`config.mk`:
```
export PLATFORM = sky130hd
export DESIGN_NAME = circle_rasterizer
export DESIGN_NICKNAME = d
export VERILOG_FILES = /design/src/rtl/core/crast_pkg.sv /design/src/rtl/core/crast_queue.sv /design/src/rtl/core/crast_front.sv /design/src/rtl/core/crast_back.sv /design/src/rtl/core/circle_rasterizer.sv
export SDC_FILE = /design/constraint.sdc
export NUM_CORES = 1
export LEC_CHECK = 0
export BUFFER_PORTS_ARGS = -buffer_cell sky130_fd_sc_hd__buf_2
export CAP_MARGIN = 0
export CORE_MARGIN = 2
export CORE_UTILIZATION = 50
export DETAILED_ROUTE_END_ITERATION = 8
export HOLD_SLACK_MARGIN = 0.03
export PLACE_DENSITY = 0.7
export SLEW_MARGIN = 20
export SYNTH_ARGS = -nofsm -noshare
export SYNTH_HDL_FRONTEND = slang
export SYNTH_SLANG_ARGS = --single-unit
```
`constraint.sdc`:
```
create_clock -name clk -period 3.7 [get_ports clk]
set_input_delay 1.11 -clock clk [delete_from_list [all_inputs] [get_ports clk]]
set_output_delay 1.11 -clock clk [all_outputs]
set_load 0.02 [all_outputs]
```
`src/rtl/core/crast_pkg.sv`:
```
`timescale 1ns / 1ps

package crast_pkg;

	// Command codes of an input item
	localparam logic CMD_START = 1'b0;
	localparam logic CMD_STEP  = 1'b1;

	// Status of the step queue between front and back
	typedef struct packed {
		logic full;
		logic empty;
	} crast_qstat_t;

endpackage

```
`src/rtl/core/crast_queue.sv`:
```
`timescale 1ns / 1ps

module crast_queue #(
	parameter int DATA_WIDTH = 8,
	parameter int DEPTH      = 2
) (
	input  logic                    clk,
	input  logic                    arst_n,
	input  logic                    wr_en,
	input  logic [DATA_WIDTH-1:0]   wr_data,
	input  logic                    rd_en,
	output logic [DATA_WIDTH-1:0]   rd_data,
	output crast_pkg::crast_qstat_t stat
);
	import crast_pkg::*;

	localparam int PW = (DEPTH > 1) ? $clog2(DEPTH) : 1;
	localparam int CW = $clog2(DEPTH + 1);

	logic [DATA_WIDTH-1:0] mem_q [DEPTH];
	logic [PW-1:0]         wr_ptr_q;
	logic [PW-1:0]         rd_ptr_q;
	logic [CW-1:0]         count_q;

	// Store entries
	always_ff @(posedge clk) begin
		if (wr_en) begin
			mem_q[wr_ptr_q] <= wr_data;
		end
	end

	// Advance pointers and fill count
	always_ff @(posedge clk or negedge arst_n) begin
		if (!arst_n) begin
			wr_ptr_q <= '0;
			rd_ptr_q <= '0;
			count_q  <= '0;
		end else begin
			if (wr_en) begin
				wr_ptr_q <= (wr_ptr_q == PW'(DEPTH - 1)) ? '0 : wr_ptr_q + PW'(1);
			end
			if (rd_en) begin
				rd_ptr_q <= (rd_ptr_q == PW'(DEPTH - 1)) ? '0 : rd_ptr_q + PW'(1);
			end
			if (wr_en && !rd_en) begin
				count_q <= count_q + CW'(1);
			end else if (rd_en && !wr_en) begin
				count_q <= count_q - CW'(1);
			end
		end
	end

	assign rd_data    = mem_q[rd_ptr_q];
	assign stat.full  = (count_q == CW'(DEPTH));
	assign stat.empty = (count_q == '0);

endmodule

```
`src/rtl/core/crast_front.sv`:
```
`timescale 1ns / 1ps

module crast_front #(
	parameter int COORD_WIDTH  = 12,
	parameter int RADIUS_WIDTH = 11,
	parameter int REC_WIDTH    = 1 + 3 * 12 + 13
) (
	input  logic                    clk,
	input  logic                    arst_n,
	input  logic                    push,
	input  logic                    command,
	input  logic [COORD_WIDTH-1:0]  center_x,
	input  logic [COORD_WIDTH-1:0]  center_y,
	input  logic [RADIUS_WIDTH-1:0] radius,
	output logic                    full,
	input  crast_pkg::crast_qstat_t q_stat,
	output logic                    q_wr,
	output logic [REC_WIDTH-1:0]    q_data
);
	import crast_pkg::*;

	localparam int OY  = RADIUS_WIDTH + 2;
	localparam int DEC = RADIUS_WIDTH + 5;
	localparam int EW  = ((DEC > COORD_WIDTH + 2) ? DEC : COORD_WIDTH + 2) + 2;
	localparam logic signed [EW-1:0] ONE_E = 1;

	logic [COORD_WIDTH-1:0] centre_col_q;
	logic [COORD_WIDTH-1:0] centre_row_q;
	logic [COORD_WIDTH-1:0] offset_x_q;
	logic signed [OY-1:0]   offset_y_q;
	logic signed [DEC-1:0]  decision_q;

	logic                   accept;
	logic                   active;
	logic signed [EW-1:0]   x_e, y_e, d_e, x1_e, y1_e;
	logic signed [EW-1:0]   d_h, d_v, d_d, y_new;
	logic                   horiz, vert, done;

	assign full   = q_stat.full;
	assign accept = push && !q_stat.full;
	assign active = !offset_y_q[OY-1];

	// Widen state for exact compares
	assign x_e  = EW'({1'b0, offset_x_q});
	assign y_e  = EW'(offset_y_q);
	assign d_e  = EW'(decision_q);
	assign x1_e = x_e + ONE_E;
	assign y1_e = y_e - ONE_E;

	// Pick the move: horizontal, vertical or diagonal
	assign horiz = (d_e < 0) && ((d_e + y_e) <= 0);
	assign vert  = !horiz && (d_e > 0) && (d_e > x_e);
	assign d_h   = d_e + (x1_e <<< 1) + ONE_E;
	assign d_v   = d_e + ONE_E - (y1_e <<< 1);
	assign d_d   = d_e + ((x1_e - y_e) <<< 1);
	assign y_new = horiz ? y_e : y1_e;
	assign done  = y_new[EW-1];

	// Hand the current offsets to the back end
	assign q_wr   = accept && (command == CMD_STEP) && active;
	assign q_data = {done, centre_col_q, centre_row_q, offset_x_q, offset_y_q};

	// Load on start, update on step
	always_ff @(posedge clk or negedge arst_n) begin
		if (!arst_n) begin
			centre_col_q <= '0;
			centre_row_q <= '0;
			offset_x_q   <= '0;
			offset_y_q   <= '1;
			decision_q   <= '0;
		end else if (accept) begin
			if (command == CMD_START) begin
				centre_col_q <= center_x;
				centre_row_q <= center_y;
				offset_x_q   <= '0;
				offset_y_q   <= OY'(radius);
				decision_q   <= DEC'(2) - DEC'({radius, 1'b0});
			end else if (active) begin
				if (horiz) begin
					offset_x_q <= x1_e[COORD_WIDTH-1:0];
					decision_q <= d_h[DEC-1:0];
				end else if (vert) begin
					offset_y_q <= y1_e[OY-1:0];
					decision_q <= d_v[DEC-1:0];
				end else begin
					offset_x_q <= x1_e[COORD_WIDTH-1:0];
					offset_y_q <= y1_e[OY-1:0];
					decision_q <= d_d[DEC-1:0];
				end
			end
		end
	end

endmodule

```
`src/rtl/core/crast_back.sv`:
```
`timescale 1ns / 1ps

module crast_back #(
	parameter int COORD_WIDTH  = 12,
	parameter int RADIUS_WIDTH = 11,
	parameter int REC_WIDTH    = 1 + 3 * 12 + 13
) (
	input  logic                           clk,
	input  logic                           arst_n,
	input  crast_pkg::crast_qstat_t        q_stat,
	input  logic [REC_WIDTH-1:0]           q_data,
	output logic                           q_rd,
	output logic                           empty,
	input  logic                           pop,
	output logic signed [COORD_WIDTH+1:0]  pixel_x,
	output logic signed [COORD_WIDTH+1:0]  pixel_y,
	output logic                           last,
	output logic                           done_res
);
	import crast_pkg::*;

	localparam int OY = RADIUS_WIDTH + 2;
	localparam int PW = COORD_WIDTH + 2;
	localparam int SW = (OY > PW) ? OY : PW;
	localparam logic [1:0] LAST_QUAD = 2'd3;

	logic [REC_WIDTH-1:0]   rec_q;
	logic                   rec_valid_q;
	logic [1:0]             quad_q;
	logic                   out_valid_q;
	logic signed [PW-1:0]   pixel_x_q, pixel_y_q;
	logic                   last_q, done_q;

	logic                   rec_done;
	logic [COORD_WIDTH-1:0] rec_cx, rec_cy, rec_ox;
	logic signed [OY-1:0]   rec_oy;
	logic signed [SW-1:0]   oy_ext;
	logic [PW-1:0]          cx_p, cy_p, ox_p, oy_p;
	logic                   out_free, emit;

	assign {rec_done, rec_cx, rec_cy, rec_ox, rec_oy} = rec_q;

	// Extend the record fields to the pixel width for the quadrant mirror
	assign oy_ext = SW'(rec_oy);
	assign oy_p   = oy_ext[PW-1:0];
	assign cx_p   = PW'(rec_cx);
	assign cy_p   = PW'(rec_cy);
	assign ox_p   = PW'(rec_ox);

	assign out_free = !out_valid_q || pop;
	assign emit     = rec_valid_q && out_free;
	assign q_rd     = !q_stat.empty && (!rec_valid_q || (emit && quad_q == LAST_QUAD));

	// Take records and step through the four quadrants
	always_ff @(posedge clk or negedge arst_n) begin
		if (!arst_n) begin
			rec_valid_q <= 1'b0;
			quad_q      <= '0;
		end else begin
			if (q_rd) begin
				rec_valid_q <= 1'b1;
				quad_q      <= '0;
			end else if (emit) begin
				quad_q <= quad_q + 2'd1;
				if (quad_q == LAST_QUAD) begin
					rec_valid_q <= 1'b0;
				end
			end
		end
	end

	always_ff @(posedge clk) begin
		if (q_rd) begin
			rec_q <= q_data;
		end
	end

	// Hold the result until its transfer
	always_ff @(posedge clk or negedge arst_n) begin
		if (!arst_n) begin
			out_valid_q <= 1'b0;
		end else if (out_free) begin
			out_valid_q <= rec_valid_q;
		end
	end

	always_ff @(posedge clk) begin
		if (emit) begin
			pixel_x_q <= quad_q[0] ? (cx_p - ox_p) : (cx_p + ox_p);
			pixel_y_q <= quad_q[1] ? (cy_p - oy_p) : (cy_p + oy_p);
			last_q    <= (quad_q == LAST_QUAD);
			done_q    <= rec_done;
		end
	end

	assign empty    = !out_valid_q;
	assign pixel_x  = pixel_x_q;
	assign pixel_y  = pixel_y_q;
	assign last     = last_q;
	assign done_res = done_q;

endmodule

```
`src/rtl/core/circle_rasterizer.sv`:
```
// A step's first pixel goes through the step queue, the record register and the output
// register to the result ports. Throughput: one pixel per cycle while pop takes each one,
// four pixels per step from the back end's quadrant sequencer; a start item gives no pixels.
// The front end takes one item per cycle until its two-entry step queue fills.
// Reset (arst_n low, asynchronous) empties the queue and output and leaves the block idle.
`timescale 1ns / 1ps

module circle_rasterizer #(
	parameter int COORD_WIDTH  = 12,
	parameter int RADIUS_WIDTH = 11
) (
	input  logic                          clk,
	input  logic                          arst_n,
	input  logic                          push,
	output logic                          full,
	input  logic                          command,
	input  logic [COORD_WIDTH-1:0]        center_x,
	input  logic [COORD_WIDTH-1:0]        center_y,
	input  logic [RADIUS_WIDTH-1:0]       radius,
	output logic                          empty,
	input  logic                          pop,
	output logic signed [COORD_WIDTH+1:0] pixel_x,
	output logic signed [COORD_WIDTH+1:0] pixel_y,
	output logic                          last,
	output logic                          done_res
);
	import crast_pkg::*;

	localparam int REC_WIDTH = 1 + 3 * COORD_WIDTH + RADIUS_WIDTH + 2;

	crast_qstat_t         q_stat;
	logic                 q_wr, q_rd;
	logic [REC_WIDTH-1:0] q_wdata, q_rdata;

	// Classify items and update the circle state
	crast_front #(
		.COORD_WIDTH  (COORD_WIDTH),
		.RADIUS_WIDTH (RADIUS_WIDTH),
		.REC_WIDTH    (REC_WIDTH)
	) u_front (
		.clk      (clk),
		.arst_n   (arst_n),
		.push     (push),
		.command  (command),
		.center_x (center_x),
		.center_y (center_y),
		.radius   (radius),
		.full     (full),
		.q_stat   (q_stat),
		.q_wr     (q_wr),
		.q_data   (q_wdata)
	);

	// Buffer steps between front and back
	crast_queue #(
		.DATA_WIDTH (REC_WIDTH),
		.DEPTH      (2)
	) u_queue (
		.clk     (clk),
		.arst_n  (arst_n),
		.wr_en   (q_wr),
		.wr_data (q_wdata),
		.rd_en   (q_rd),
		.rd_data (q_rdata),
		.stat    (q_stat)
	);

	// Emit the four mirrored pixels of each step
	crast_back #(
		.COORD_WIDTH  (COORD_WIDTH),
		.RADIUS_WIDTH (RADIUS_WIDTH),
		.REC_WIDTH    (REC_WIDTH)
	) u_back (
		.clk      (clk),
		.arst_n   (arst_n),
		.q_stat   (q_stat),
		.q_data   (q_rdata),
		.q_rd     (q_rd),
		.empty    (empty),
		.pop      (pop),
		.pixel_x  (pixel_x),
		.pixel_y  (pixel_y),
		.last     (last),
		.done_res (done_res)
	);

endmodule
```
## Word-level counts from Yosys, hierarchy flattened

Memory sizes are Yosys's and may differ from the RTL's. A register that Yosys moved wholly into a read port is not among the register bits.
Index checks and enable logic that the tools add are counted.
W data, S select, Z words.

- RAM bits: 100
- Input bits: 40
- Output and inout bits: 32
- Memories kept: 1
- Word-level logic and storage cells: 101
- Register bits: 103

- Reductions and logical operators: 30
- $add $sub $neg: 19
- Equal/unequal tests: 5
- Bitwise operators: 1
- $lt $le $gt $ge: 4
- Multiplexer cells: 25

Memories:

| memory | depth | bits a word | rd ports | clocked after memory_dff | write ports | line | text |
|---|---|---|---|---|---|---|---|
| u_queue.mem_q | 2 | 50 | 1 | 1 | 1 | crast_queue.sv:20 | `logic [DATA_WIDTH-1:0] mem_q [DEPTH];` |

Operators with widths:

| cell | number |
|---|---|
| $mux W16 | 4 |
| $mux W12 | 4 |
| $mux W13 | 3 |
| $add A16 B2 Y16 const B | 2 |
| $le A32 B1 Y1 const B | 1 |
| $mux W14 | 2 |
| $mux W18 | 1 |
| $add A16 B13 Y17 | 1 |
| $add A16 B15 Y16 | 1 |
| $add A16 B16 Y16 | 1 |
| $gt A16 B1 Y1 const B | 1 |
| $gt A16 B13 Y1 | 1 |
| $lt A16 B1 Y1 const B | 1 |
| $sub A16 B15 Y16 | 1 |
| $sub A14 B13 Y15 | 1 |
| $add A13 B13 Y14 | 1 |
| $sub A13 B13 Y14 | 1 |
| $sub A13 B2 Y14 const B | 1 |
| $add A12 B1 Y13 const B | 1 |
| $add A12 B12 Y13 | 1 |
| $sub A12 B12 Y13 | 1 |
| $sub A2 B12 Y13 const A | 1 |
| $logic_and A1 B1 Y1 | 11 |
| $logic_not A1 Y1 | 8 |
| other kinds (14) | 33 |

## Longest topological paths before layout

- Depth in word-level cells: 10
- Gate-level depth with buffers: 20
- Gate-level depth less buffers: 20

## Cells and area by module

Synthesis repeated with hierarchy kept, for this count alone.

- Cell total of the unflattened synthesis: 1507
- Area total of the unflattened synthesis: 16224.3 µm²

By module, submodules not included:

| module | cells an instance | area an instance (µm²) | times used | seq. area each (µm²) |
|---|---|---|---|---|
| crast_front | 963 | 7639.8 | 1 | 1642.8 |
| crast_back | 372 | 4536.9 | 1 | 2502.4 |
| crast_queue | 172 | 4047.6 | 1 | 3103.0 |

## Worst setup path after synthesis

OpenSTA, ideal clock, no wires.

- Path type: input -> register
- From: input push
- To: memory u_queue.mem_q[0][0] in the netlist's numbering, enable pin
- Stages: 5
- Required time: 3.242 ns
- Arrival: 3.864 ns
- Slack: -0.622 ns
- Buffers on the path: 1
- Library setup time: 0.458 ns
- Path through: o21ai_1 -> a21oi_1 -> nand2_1 -> clkbuf_1 -> nor2_1

- Cells in the longest elaborated chain, start to end: 5

Ends and longest elaborated chain:

| what | line | text |
|---|---|---|
| start, declared | circle_rasterizer.sv:14 | `input logic push,` |
| $logic_and A1 B1 Y1 | crast_front.sv:40 | `assign accept = push && !q_stat.full;` |
| $logic_and A1 B1 Y1 (2 in a row) | crast_front.sv:60 | `assign q_wr = accept && (command == CMD_STEP) && active;` |
| $mux W1 | crast_queue.sv:27 | `if (wr_en) begin` |
| $mux W1 (not written as such) | crast_queue.sv:28 | `mem_q[wr_ptr_q] <= wr_data;` |
| end, declared | crast_queue.sv:20 |  |

No other way between the ends.

## Worst setup path after layout

- From: register u_front.offset_x_q[0]
- To: register u_front.decision_q[15]

- Cells in the longest elaborated chain, start to end: 7

Ends and longest elaborated chain:

| what | line | text |
|---|---|---|
| start, declared | crast_front.sv:29 | `logic [COORD_WIDTH-1:0] offset_x_q;` |
| start signal, assigned | crast_front.sv:80 | `offset_x_q <= x1_e[COORD_WIDTH-1:0];` |
| start signal, assigned | crast_front.sv:86 | `offset_x_q <= x1_e[COORD_WIDTH-1:0];` |
| $add A12 B1 Y13 | crast_front.sv:47 | `assign x1_e = x_e + ONE_E;` |
| $sub A14 B13 Y15 | crast_front.sv:55 | `assign d_d = d_e + ((x1_e - y_e) <<< 1);` |
| $add A16 B16 Y16 | crast_front.sv:55 |  |
| $mux W16 | crast_front.sv:82 | `end else if (vert) begin` |
| $mux W16 * | crast_front.sv:79 | `if (horiz) begin` |
| $mux W16 * | crast_front.sv:78 | `end else if (active) begin` |
| $mux W16 * | crast_front.sv:72 | `if (command == CMD_START) begin` |
| end signal, assigned | crast_front.sv:77 | `decision_q <= DEC'(2) - DEC'({radius, 1'b0});` |
| end signal, assigned | crast_front.sv:81 | `decision_q <= d_h[DEC-1:0];` |
| end signal, assigned | crast_front.sv:84 | `decision_q <= d_v[DEC-1:0];` |
| end, declared | crast_front.sv:31 | `logic signed [DEC-1:0] decision_q;` |

Mark *: on every way between the ends. The rest lies on a longest branch, timed or not. The select of a mux whose other input is x is not followed.
A chain may end at the register's enable or synchronous reset.

==> results.yml <==
floorplanning:
  die-area_sq_mm: 0.03304
  core_region_area_sq_mm: 0.03131
  io_pins: 72
  row_count: 65
  die_y_um: 181.8
  start_util: 0.5047
  die_w_um: 181.8
logic_synthesis:
  yosys_warnings: 0
  ys.flop_type: "edfxtp_1"
  synth_area_leaders: "edfxtp_1 (34%), ha_1 (11%), dfrtp_1 (9.5%)"
  synth_top_area_frac: 0.3420
  ys_seq_area_frac: 0.4587
  syn-num-nets: 1638
  synth_area_leader_cell: "edfxtp_1"
  synth_cells: 1448
  yosys_register_bits: 253
  synth_edf_count: 180
  ys_types: 80
  syn-cell-area_sq_mm: 0.01580
  synthArstFlopShare: 0.2885
  syn_avg_cell_area_sq_um: 10.91
layout:
  nets: 1878
  fin_util: 0.6182
  final_cell_area_sq_mm: 0.01936
  area_growth_pct: 22.49
  diodes: 0
  drive_gt1_frac: 0.2820
power:
  p_leak_nw: 7.991
  power.share.clock: 0.129
  power.internal_mw: 11.51
  peakVddDrop_mv: 0.5377
  pwr-share-seq: 0.240
  p_per_area_mw_per_mm2: 1041
  netSwitchingFraction: 0.4291
  share_comb_of_total_power: 0.631
  power_switching_mw: 8.648
  power_mw: 20.15
place:
  hpwl_um: 30500
  port-buffer-count: 71
  dpl-instance-area_sq_mm: 0.01784
  gp_congestion: 0.9559
global_route:
  first_global_vias: 12020
  grt_first_pass_wirelength_um: 63570
  grt_max_degree: 48
  antenna_found_initial: 1
  grt_overflow: 0
  grt_use_total: 0.2420
routing:
  wl_per_cell_um: 19.39
  avgViaCountPerCell: 5.894
  drt_iter0_drc: 955
  drc: 1
  drt_pre_antenna_iters: 7
  wirelength_um: 40930
  vias: 12440
  ant_nets: 0
worst_setup_path:
  regToRegStartpoint: "u_front.offset_x_q[0]$_DFFE_PN0P_"
  path_class: "reg -> reg"
  worst_r2r_path_depth: 19
  reg2reg_to: "u_front.decision_q[15]$_DFFE_PN0P_"
  end_kind: "flop"
  crit_required_ns: 4.12
  ff2ff_setup_slack_ns: -0.30
  crit_path_max_fanout: 5
  cp-start-kind: "flop"
  arrival_ns: 4.42
outcome:
  status: "complete, but fails checks"
  violations: "DRC, setup timing"
min_path:
  hold_depth: 0
  hp-class: "reg -> reg"
  min_to: "u_queue.mem_q[1][44]$_DFFE_PP_"
  worstHoldStart: "u_front.centre_col_q[7]$_DFFE_PN0P_"
clocking:
  clk_latency_ns: 0.54
  cts_buffers: 27
  cts_tree: "built"
  root_buffer: "clkbuf_16"
  cts.clk_slew.worst_paths_ns: 0.06
  clock_path_buffers: 3
  cts.sinks: 253
  cts.htree.levels: 1
sta:
  tightest_slew_ns: 0.7739
  finalHoldViolations: 0
  rsz0062_at_grt: "true"
  fin_ws_ns: -0.2961
  fin_skew_ns: 0.01660
  slew_headroom: 0.4841
  finalCritPeriodShare: 1.080
  timing.fmax_mhz: 250.2
  setup_viol: 4
  finalMaxSlewViolations: 0
  post-route-min-period_ns: 3.996
run:
  maxCapViolations: 0
==> metal layers <==
| metal | share of wire | vias up | track usage |
|---|---|---|---|
| met4 | 0.037 | 2 | 0.08260 |
| met2 | 0.47 | 420 | 0.3982 |
| li1 | - | 5892 | - |
| met1 | 0.44 | 6031 | 0.3294 |
| met3 | 0.058 | 98 | 0.03570 |
| met5 | 0.00032 | - | 0 |
==> repair_timing <==
action	CTS	global route
hold buffers	0	0
cloned	0	0
hold endpoints to repair	0	0
gates resized for setup	23	76
setup buffers	6	14
pin swaps	15	50
setup endpoints to repair	13	31
==> synthesized netlist by cell type, drive strengths merged (11+ instances only) <==
library cell  count
dfstp            13
mux2i            15
a21oi            77
edfxtp          180
mux2             76
xor2             29
buf              11
inv             101
clkbuf           26
nor2            100
nand3            52
o21ai            79
nand2            68
nor3             46
a21o             19
o211ai           11
o2111ai          11
ha              142
or3              15
a31oi            17
o21bai           12
a211oi           20
xnor2            85
nor2b            16
dfrtp            60
and3             16
==> power by group through the flow <==
stage,Clock (mW),Combinational (mW),Sequential (mW)
CTS,2.65,11.7,4.84
global route,2.78,13.8,4.93
finish,2.60,12.7,4.84
floorplan,0,7.59,4.97
global placement,0,11.3,4.83
detailed placement,0,11.5,4.89
==> cells in the final DEF (no fill, tap or decap), drive strengths merged, types with 17 or more instances in the layout <==
cell	instances
a211oi	20
clkbuf	33
a31oi	17
xor2	29
edfxtp	180
xnor2	85
nand3	52
nand2	68
buf	248
a21oi	77
nor2	100
a21o	19
dfrtp	60
nor3	46
o21ai	79
ha	142
mux2	76
inv	104
==> kinds of logic (layout without fill, tap and decap cells) <==
| family | after synthesis | in the layout | share of synthesized area |
|---|---|---|---|
| flops | 253 | 253 | 0.4587 |
| fa+ha+maj | 150 | 150 | 0.1226 |
| compound gates | 340 | 340 | 0.1445 |
| simple gates | 362 | 362 | 0.1131 |
| xor+xnor | 114 | 114 | 0.06318 |
| mux | 91 | 91 | 0.06366 |
| buf+inv | 138 | 399 | 0.03436 |
==> metrics by stage <==
| stage | worst slack (ns) | hold WS, ns | instances | TNS [ns] |
|---|---|---|---|---|
| finish | -0.2961 | 0.4672 | 2111 | -0.7764 |
| detailed placement | -0.3426 | 0.4509 | 2042 | -1.475 |
| floorplan | 0.005196 | 0.4003 | 1448 | 0 |
| CTS | -0.2139 | 0.4646 | 2098 | -0.8772 |
| global placement | -0.2577 | 0.4425 | 2042 | -0.9503 |
| global route | -0.5005 | 0.4800 | 2111 | -1.970 |
==> how the worst max path moves through the flow <==
stage / from / to / slack (ns) / cells after the start
floorplan: u_front.offset_x_q[0]$_DFFE_PN0P_ / u_front.decision_q[14]$_DFFE_PN0P_ / 0.005 / 18
global placement: u_front.offset_x_q[0]$_DFFE_PN0P_ / u_front.decision_q[15]$_DFFE_PN0P_ / -0.26 / 19
detailed placement: u_front.offset_x_q[1]$_DFFE_PN0P_ / u_front.decision_q[15]$_DFFE_PN0P_ / -0.34 / 19
CTS: u_front.offset_x_q[1]$_DFFE_PN0P_ / u_front.decision_q[15]$_DFFE_PN0P_ / -0.21 / 20
global route: u_front.offset_x_q[0]$_DFFE_PN0P_ / u_front.decision_q[15]$_DFFE_PN0P_ / -0.50 / 19
finish: u_front.offset_x_q[0]$_DFFE_PN0P_ / u_front.decision_q[15]$_DFFE_PN0P_ / -0.30 / 19
==> state kept, by name (all words and copies together), names as in the netlist, 2 cells and up <==
register / cells
u_front.decision_q: 16
u_back.pixel_y: 14
u_queue.mem_q: 100
u_front.centre_row_q: 12
u_back.pixel_x: 14
u_front.offset_x_q: 12
u_front.offset_y_q: 13
u_queue.count_q: 2
u_front.centre_col_q: 12
u_back.rec_q: 50
u_back.quad_q: 2
==> critical path, cell delays in order (launching register included) <==
cell	delay (ns)
dfrtp_2	0.44
buf_6	0.12
nand3_4	0.10
xnor2_1	0.17
ha_1	0.33
inv_1	0.10
a21oi_2	0.17
o21ai_2	0.13
a211oi_4	0.35
nor3_4	0.05
xnor2_1	0.19
ha_1	0.31
and3_4	0.20
a21oi_2	0.11
o21ai_2	0.07
o41a_1	0.39
a31oi_1	0.21
xnor2_1	0.15
o21ai_1	0.09
o211a_1	0.20
==> layout make-up <==
| cell class | count | area, sq um |
|---|---|---|
| Clock buffer | 33 | 708.2 |
| Fill cell | 2448 | 11960 |
| Timing Repair Buffer | 248 | 1779 |
| Sequential cell | 253 | 7254 |
| Clock inverter | 17 | 151.4 |
| Inverter | 101 | 379.1 |
| Multi-Input combinational cell | 1057 | 8581 |
| Tap cell | 402 | 503.0 |
Note: power is estimated with default switching activity, not from simulation.
